$ cat src/rtl/core/olis_pkg.sv
// Shared types and constants of the ordered list insert and search unit.
`default_nettype none
package olis_pkg;

    localparam int LIST_DEPTH = 16;
    localparam int DATA_W     = 32;
    localparam int IDX_W      = $clog2(LIST_DEPTH);
    localparam int CNT_W      = $clog2(LIST_DEPTH + 1);
    localparam int POS_W      = 7;

    localparam logic [2:0] CMD_INS_HEAD  = 3'd0;
    localparam logic [2:0] CMD_INS_TAIL  = 3'd1;
    localparam logic [2:0] CMD_INS_POS   = 3'd2;
    localparam logic [2:0] CMD_FIND_ONE  = 3'd3;
    localparam logic [2:0] CMD_FIND_ALL  = 3'd4;

    localparam logic [1:0] ST_OK         = 2'd0;
    localparam logic [1:0] ST_FULL       = 2'd1;
    localparam logic [1:0] ST_BAD_POS    = 2'd2;

    typedef struct packed {
        logic [2:0]              command;
        logic signed [DATA_W-1:0] value;
        logic [POS_W-1:0]        position;
    } t_in;

    typedef struct packed {
        logic [1:0]       status;
        logic             found;
        logic [POS_W-1:0] match_position;
        logic             last;
        logic [POS_W-1:0] list_length;
    } t_out;

endpackage
`default_nettype wire

$ cat src/rtl/core/ordered_list_insert_search_unit.sv
// Top level: ordered list kept in a RAM, with insert and search sequencer.
//
//  channel | direction | handshake               | payload
//  --------+-----------+-------------------------+---------
//  in      | input     | i_in_valid / o_in_stall   | i_in  (t_in)
//  out     | output    | o_out_valid / i_out_stall | o_out (t_out)
//
// One command at a time. An insert at 0-based index k of a list of n entries
// moves entries k to n-1 back one place (one RAM read and one write a cycle)
// and then writes the new value; an append only writes the value.
// A search reads one entry per cycle through the RAM read port, except while
// a match waits for the output slot because the output stalls.
// Reset clears the entry count and the sequencer; the RAM needs no clearing.
// A finished result waits in the output register while the next command is taken.
`default_nettype none
module ordered_list_insert_search_unit (
    input  wire logic          i_clk,
    input  wire logic          i_rst_n,
    input  wire logic          i_in_valid,
    output logic               o_in_stall,
    input  wire olis_pkg::t_in i_in,
    output logic               o_out_valid,
    input  wire logic          i_out_stall,
    output olis_pkg::t_out     o_out
);
    import olis_pkg::*;

    localparam logic [2:0] S_IDLE   = 3'd0;
    localparam logic [2:0] S_SHIFT  = 3'd1;
    localparam logic [2:0] S_SHLAST = 3'd2;
    localparam logic [2:0] S_WRV    = 3'd3;
    localparam logic [2:0] S_RESP   = 3'd4;
    localparam logic [2:0] S_SCAN   = 3'd5;
    localparam logic [2:0] S_FIN    = 3'd6;

    logic [2:0]        r_state, n_state;
    logic [CNT_W-1:0]  r_count, n_count;
    logic [IDX_W-1:0]  r_idx, n_idx;
    logic [IDX_W-1:0]  r_ptr, n_ptr;
    logic [IDX_W-1:0]  r_wa, n_wa;
    logic              r_pend, n_pend;
    logic [DATA_W-1:0] r_val, n_val;
    logic              r_all, n_all;
    logic              r_have, n_have;
    logic [POS_W-1:0]  r_prev, n_prev;
    logic [1:0]        r_status, n_status;
    logic              r_out_v;
    t_out              r_out, n_out;
    logic              emit;

    logic              wr_en;
    logic [IDX_W-1:0]  wr_addr;
    logic [DATA_W-1:0] wr_data;
    logic [IDX_W-1:0]  rd_addr;
    logic [DATA_W-1:0] rd_data;

    logic              accept;
    logic              slot_free;
    logic              match;
    logic              emit_need;
    logic              advance;
    logic [7:0]        pos_lim;
    logic [CNT_W-1:0]  count_m1;
    logic [POS_W-1:0]  cur_pos;
    logic [POS_W-1:0]  len_ext;

    olis_ram #(
        .WIDTH(DATA_W),
        .DEPTH(LIST_DEPTH)
    ) u_ram (
        .i_clk    (i_clk),
        .i_wr_en  (wr_en),
        .i_wr_addr(wr_addr),
        .i_wr_data(wr_data),
        .i_rd_addr(rd_addr),
        .o_rd_data(rd_data)
    );

    assign accept     = i_in_valid && (r_state == S_IDLE);
    assign o_in_stall = (r_state != S_IDLE);
    assign slot_free  = !r_out_v || !i_out_stall;
    assign match      = (rd_data == r_val);
    assign emit_need  = match && (!r_all || r_have);
    assign advance    = !emit_need || slot_free;
    assign pos_lim    = 8'(r_count) + 8'd1;
    assign count_m1   = r_count - CNT_W'(1);
    assign cur_pos    = POS_W'(r_idx) + POS_W'(1);

    always_comb begin
        n_state  = r_state;
        n_count  = r_count;
        n_idx    = r_idx;
        n_ptr    = r_ptr;
        n_wa     = r_wa;
        n_pend   = r_pend;
        n_val    = r_val;
        n_all    = r_all;
        n_have   = r_have;
        n_prev   = r_prev;
        n_status = r_status;
        n_out    = r_out;
        emit     = 1'b0;
        len_ext  = POS_W'(r_count);
        wr_en    = 1'b0;
        wr_addr  = r_wa;
        wr_data  = rd_data;
        rd_addr  = r_ptr;

        n_out.status         = ST_OK;
        n_out.found          = 1'b0;
        n_out.match_position = '0;
        n_out.last           = 1'b1;
        n_out.list_length    = len_ext;

        case (r_state)
            S_IDLE: begin
                // first search read goes out together with the accept
                rd_addr = '0;
                if (accept) begin
                    n_val  = i_in.value;
                    n_have = 1'b0;
                    n_prev = '0;
                    n_pend = 1'b0;
                    case (i_in.command)
                        CMD_INS_HEAD, CMD_INS_TAIL, CMD_INS_POS: begin
                            n_status = ST_OK;
                            if (r_count == CNT_W'(LIST_DEPTH)) begin
                                n_status = ST_FULL;
                                n_state  = S_RESP;
                            end else begin
                                if (i_in.command == CMD_INS_HEAD) begin
                                    n_idx = '0;
                                end else if (i_in.command == CMD_INS_TAIL) begin
                                    n_idx = IDX_W'(r_count);
                                end else begin
                                    n_idx = IDX_W'(i_in.position - POS_W'(1));
                                end
                                if (i_in.command == CMD_INS_POS &&
                                    (i_in.position == '0 ||
                                     8'(i_in.position) > pos_lim)) begin
                                    n_status = ST_BAD_POS;
                                    n_state  = S_RESP;
                                end else if (r_count > CNT_W'(n_idx)) begin
                                    n_ptr   = IDX_W'(count_m1);
                                    n_state = S_SHIFT;
                                end else begin
                                    n_state = S_WRV;
                                end
                            end
                        end
                        CMD_FIND_ONE, CMD_FIND_ALL: begin
                            n_all = (i_in.command == CMD_FIND_ALL);
                            n_idx = '0;
                            n_state = (r_count == '0) ? S_FIN : S_SCAN;
                        end
                        default: begin
                            n_state = S_IDLE;
                        end
                    endcase
                end
            end
            S_SHIFT: begin
                // read entry r_ptr while writing the previous one back a place
                rd_addr = r_ptr;
                wr_en   = r_pend;
                n_pend  = 1'b1;
                n_wa    = r_ptr + IDX_W'(1);
                if (r_ptr == r_idx) begin
                    n_state = S_SHLAST;
                end else begin
                    n_ptr = r_ptr - IDX_W'(1);
                end
            end
            S_SHLAST: begin
                wr_en   = 1'b1;
                n_state = S_WRV;
            end
            S_WRV: begin
                wr_en   = 1'b1;
                wr_addr = r_idx;
                wr_data = r_val;
                n_count = r_count + CNT_W'(1);
                n_state = S_RESP;
            end
            S_RESP: begin
                n_out.status = r_status;
                if (slot_free) begin
                    emit    = 1'b1;
                    n_state = S_IDLE;
                end
            end
            S_SCAN: begin
                // hold the read address while a match waits for the output slot
                rd_addr = advance ? (r_idx + IDX_W'(1)) : r_idx;
                n_out.found          = 1'b1;
                n_out.match_position = r_all ? r_prev : cur_pos;
                n_out.last           = !r_all;
                if (advance) begin
                    emit = emit_need;
                    if (match) begin
                        n_have = 1'b1;
                        n_prev = cur_pos;
                    end
                    if (match && !r_all) begin
                        n_state = S_IDLE;
                    end else if (CNT_W'(r_idx) == count_m1) begin
                        n_state = S_FIN;
                    end else begin
                        n_idx = r_idx + IDX_W'(1);
                    end
                end
            end
            S_FIN: begin
                n_out.found          = r_have;
                n_out.match_position = r_have ? r_prev : '0;
                if (slot_free) begin
                    emit    = 1'b1;
                    n_state = S_IDLE;
                end
            end
            default: begin
                n_state = S_IDLE;
            end
        endcase
    end

    always_ff @(posedge i_clk) begin
        if (!i_rst_n) begin
            r_state <= S_IDLE;
            r_count <= '0;
            r_out_v <= 1'b0;
        end else begin
            r_state <= n_state;
            r_count <= n_count;
            if (emit) begin
                r_out_v <= 1'b1;
            end else if (!i_out_stall) begin
                r_out_v <= 1'b0;
            end
        end
    end

    always_ff @(posedge i_clk) begin
        r_idx    <= n_idx;
        r_ptr    <= n_ptr;
        r_wa     <= n_wa;
        r_pend   <= n_pend;
        r_val    <= n_val;
        r_all    <= n_all;
        r_have   <= n_have;
        r_prev   <= n_prev;
        r_status <= n_status;
        if (emit) begin
            r_out <= n_out;
        end
    end

    assign o_out_valid = r_out_v;
    assign o_out       = r_out;

endmodule
`default_nettype wire

$ cat src/rtl/core/olis_ram.sv
// Generic single-port-write, single-port-read RAM with registered read data.
`default_nettype none
module olis_ram #(
    parameter int WIDTH = 32,
    parameter int DEPTH = 16
) (
    input  wire logic                     i_clk,
    input  wire logic                     i_wr_en,
    input  wire logic [$clog2(DEPTH)-1:0] i_wr_addr,
    input  wire logic [WIDTH-1:0]         i_wr_data,
    input  wire logic [$clog2(DEPTH)-1:0] i_rd_addr,
    output logic      [WIDTH-1:0]         o_rd_data
);

    logic [WIDTH-1:0] r_mem [DEPTH];

    always_ff @(posedge i_clk) begin
        if (i_wr_en) begin
            r_mem[i_wr_addr] <= i_wr_data;
        end
        o_rd_data <= r_mem[i_rd_addr];
    end

endmodule
`default_nettype wire

$ cat config.mk
export PLATFORM = sky130hd
export DESIGN_NAME = ordered_list_insert_search_unit
export DESIGN_NICKNAME = d
export VERILOG_FILES = /design/src/rtl/core/olis_pkg.sv /design/src/rtl/core/ordered_list_insert_search_unit.sv /design/src/rtl/core/olis_ram.sv
export SDC_FILE = /design/constraint.sdc
export NUM_CORES = 1
export LEC_CHECK = 0
export ABC_AREA = 0
export BUFFER_PORTS_ARGS = -buffer_cell sky130_fd_sc_hd__buf_4
export CAP_MARGIN = 20
export CORE_ASPECT_RATIO = 0.6
export CORE_MARGIN = 2
export CORE_UTILIZATION = 65
export DETAILED_ROUTE_END_ITERATION = 6
export PLACE_DENSITY_LB_ADDON = 0.3
export SYNTH_ARGS = -nofsm -noshare
export SYNTH_HDL_FRONTEND = slang
export SYNTH_SLANG_ARGS = --single-unit
$ cat constraint.sdc
create_clock -name i_clk -period 7 [get_ports i_clk]
set_input_delay 1.4 -clock i_clk [delete_from_list [all_inputs] [get_ports i_clk]]
set_output_delay 1.4 -clock i_clk [all_outputs]
set_load 0.005 [all_outputs]
==> impl_metrics.toml <==
[status]
outcome = "finished clean"

[sta]
worstMarginPinSlew_ns = 1.013
setup_viol = 0
fin_skew_ns = 0.02279
rsz0062_at_grt = "false"
fin_crit_sh_pct = 69.78
slew_viol_final = 0
period_needed_ns = 4.885
tns_ns = 0
maxSlewHeadroom_pct = 32.09
hold_viol_final = 0
max_freq_mhz = 204.7
holdWs_ns = 0.5417

[cts]
clk_latency_ns = 0.59
tritoncts = "built"
post_cts_resized = 0
ctsHtreeMaxLevel = 2
root_buffer = "clkbuf_16"
post_cts_buffers = 0
ctsHoldBuffers = 0
clk_pin_slew_ns = 0.07
cts_buffers = 52
clockBufferDepth = 3
clock_sinks = 621

[grt]
grt_overflow = 0
grt_pass1_wl_um = 85160
grt_max_degree = 129
antenna_found_initial = 0
grt_pass1_vias = 13590
track_usage_pct = 28.47

[synth]
synth-edff-count = 580
synth_top_cell_area_share_pct = 68.02
synth_compound_gate_area_share_pct = 4.056
syn-cell-area_mm2 = 0.02560
ys_types = 59
synth-xor-area-share_pct = 1.984
synth_flop_cell = "edfxtp_1"
synth_top_family_by_area = "multiplexers"
ys_ff_latch = 621
async_flop_share_pct = 0
ys_warn_count = 0
yosysSeqAreaShare_pct = 71.23
yosys.area.top_type = "edfxtp_1"
synth-simple-area-share_pct = 4.178
synth-adder-area-share_pct = 0.8307
synthMuxAreaShare_pct = 15.44
synth_cells = 1567
synth_area_leaders = "edfxtp_1, mux2i_1, dfxtp_1, mux2_2, nand2_1"
avgSynthCellArea_um2 = 16.34

[floorplanning]
die_h_um = 157.7
chipWidth_um = 260.2
ios = 66
die_area_mm2 = 0.04105
core_area_mm2 = 0.03896
num_rows = 56
initial_core_util_pct = 65.72

[detailed_routing]
routedWlPerCell_um = 26.08
drt-initial-drc-count = 1570
ant_nets = 0
met2_length_um = 26430
top_layer = "met4"
drc = 0
drt_pass1_iterations = 5
wl_met1_um = 24410
met3_length_um = 5403
num_vias = 13940
routed_wl_um = 57300
avgViaCountPerCell = 6.344

[final_layout]
multiInputGateArea_mm2 = 0.006962
drive_gt1_share_pct = 15.64
final_cell_mix = "edfxtp_1, mux2i_1, nand2_1"
final_common_cell = "edfxtp_1"
fill_cells = 2373
area_growth_pct = 11.23
diodes = 0
nets = 1694
seq_area_mm2 = 0.01824

[critical_path]
crit_fanout = 26
worstPathRequired_ns = 7.52
start_kind = "flop"
critPathMaxStageDelay_ns = 0.81
cp_data_arrival_time_ns = 5.41
path_class = "reg2reg"
cp_top_family = "simple AND/OR/NAND/NOR gates"
cpMaxStageDelayCell = "a211oi_1"
worst-path-buf-inv = 1
cpMostUsedCell = "nor4_1"
cp-end-kind = "flop"
path_cells = "xor2_1 -> nor4_1 -> nand4_1 -> nor4_1 -> nor4_1 -> a211oi_1 -> nand2_1 -> buf_4 -> o22ai_1 -> a221o_1"

[placement]
place_hpwl_um = 30770
gp_congestion = 0.9014
portBuffers = 61

[pwr]
power.switching_uw = 3337
p_total_uw = 11110
p_comb_share_pct = 27.0
seq_power_share_pct = 45.5
power.share.clock_pct = 27.5
power_switching_share_pct = 30.03
ir_worst_vdd_v = 0.0002359
p_int_uw = 7777
power.density_mw_per_mm2 = 390.2
cellLeakagePower_uw = 0.009950

[hold_path]
holdCritPathClass = "reg2reg"

[flow_run]
max_cap_violations = 0
-- final cells by class --
class                           instances  area share, %
Sequential cell                       621          64.03
Timing Repair Buffer                   91          2.574
Clock buffer                           72          5.228
Clock inverter                         26          1.164
Tap cell                              522          2.293
Inverter                               20         0.2636
Multi-Input combinational cell        845          24.44
-- kinds of logic after synthesis --
group                    Yosys count
buffers and inverters            104
adder cells (fa/ha/maj)           17
XOR/XNOR                          58
AND/OR/NAND/NOR                  239
multiplexers                     387
flip-flops                       621
AO/OA/AOI/OAI                    140
other                              1
-- stage by stage --
stage          instances  worst slack [ns]  instance area [µm²]  utilization [%]
4_1_cts             2197             2.180                28480            73.11
3_3_place_gp        2099             2.397                26660            68.44
2_1_floorplan       1570             3.237                25620                -
3_5_place_dp        2099             2.273                26660            68.44
6_report            2197             2.115                28480            73.11
5_1_grt             2197             1.853                28480            73.11
-- synth_stat cells (all sizes together) (10+ instances only) --
cell,instances
xnor2,13
clkbuf,32
a21oi,14
o22ai,35
ha,17
nand3,10
nor2,42
nor4,12
mux2,64
mux2i,323
o21ai,13
dfxtp,41
inv,18
a221o,32
edfxtp,580
nand2,131
xor2,45
buf,52
-- state kept, by name, summed over array words and instances (netlist names), 2 cells and up --
signal           count
r_status             2
r_idx                4
r_wa                 4
r_ptr                4
r_prev               5
o_out               14
u_ram.o_rd_data     32
u_ram.r_mem        512
r_val               32
r_state              3
r_count              5
-- power groups by stage --
stage          combinational (µW)  clock, µW  sequential, µW
3_5_place_dp                 2950          0            5120
5_1_grt                      3200       3230            5080
2_1_floorplan                2230          0            5030
6_report                     3000       3060            5050
4_1_cts                      2970       3090            5050
3_3_place_gp                 2840          0            5110
-- metal layers --
| metal | GRT usage, % | up-vias |
|---|---|---|
| met5 | 0 | - |
| met4 | 6.694 | 0 |
| met3 | 5.716 | 86 |
| met2 | 43.93 | 651 |
| met1 | 42.44 | 7033 |
| li1 | - | 6168 |
-- final timing paths --
kind	from	to	slack, ns	depth (start not counted)
setup reg to reg	r_val[28]	u_ram.o_rd_data[12]	2.12	10
setup / recovery	r_val[28]	u_ram.o_rd_data[12]	2.12	10
hold / removal	r_prev[3]	o_out[11]	0.54	2
hold reg to reg	r_prev[3]	o_out[11]	0.54	2
-- worst register-to-register path: stages, from the launching register on --
cell and delay, ns:
edfxtp_1 0.51, xor2_1 0.20, nor4_1 0.65, nand4_1 0.50
nor4_1 0.59, nor4_1 0.10, a211oi_1 0.81, nand2_1 0.54
buf_4 0.45, o22ai_1 0.30, a221o_1 0.18
(Power assumes the default switching activity.)
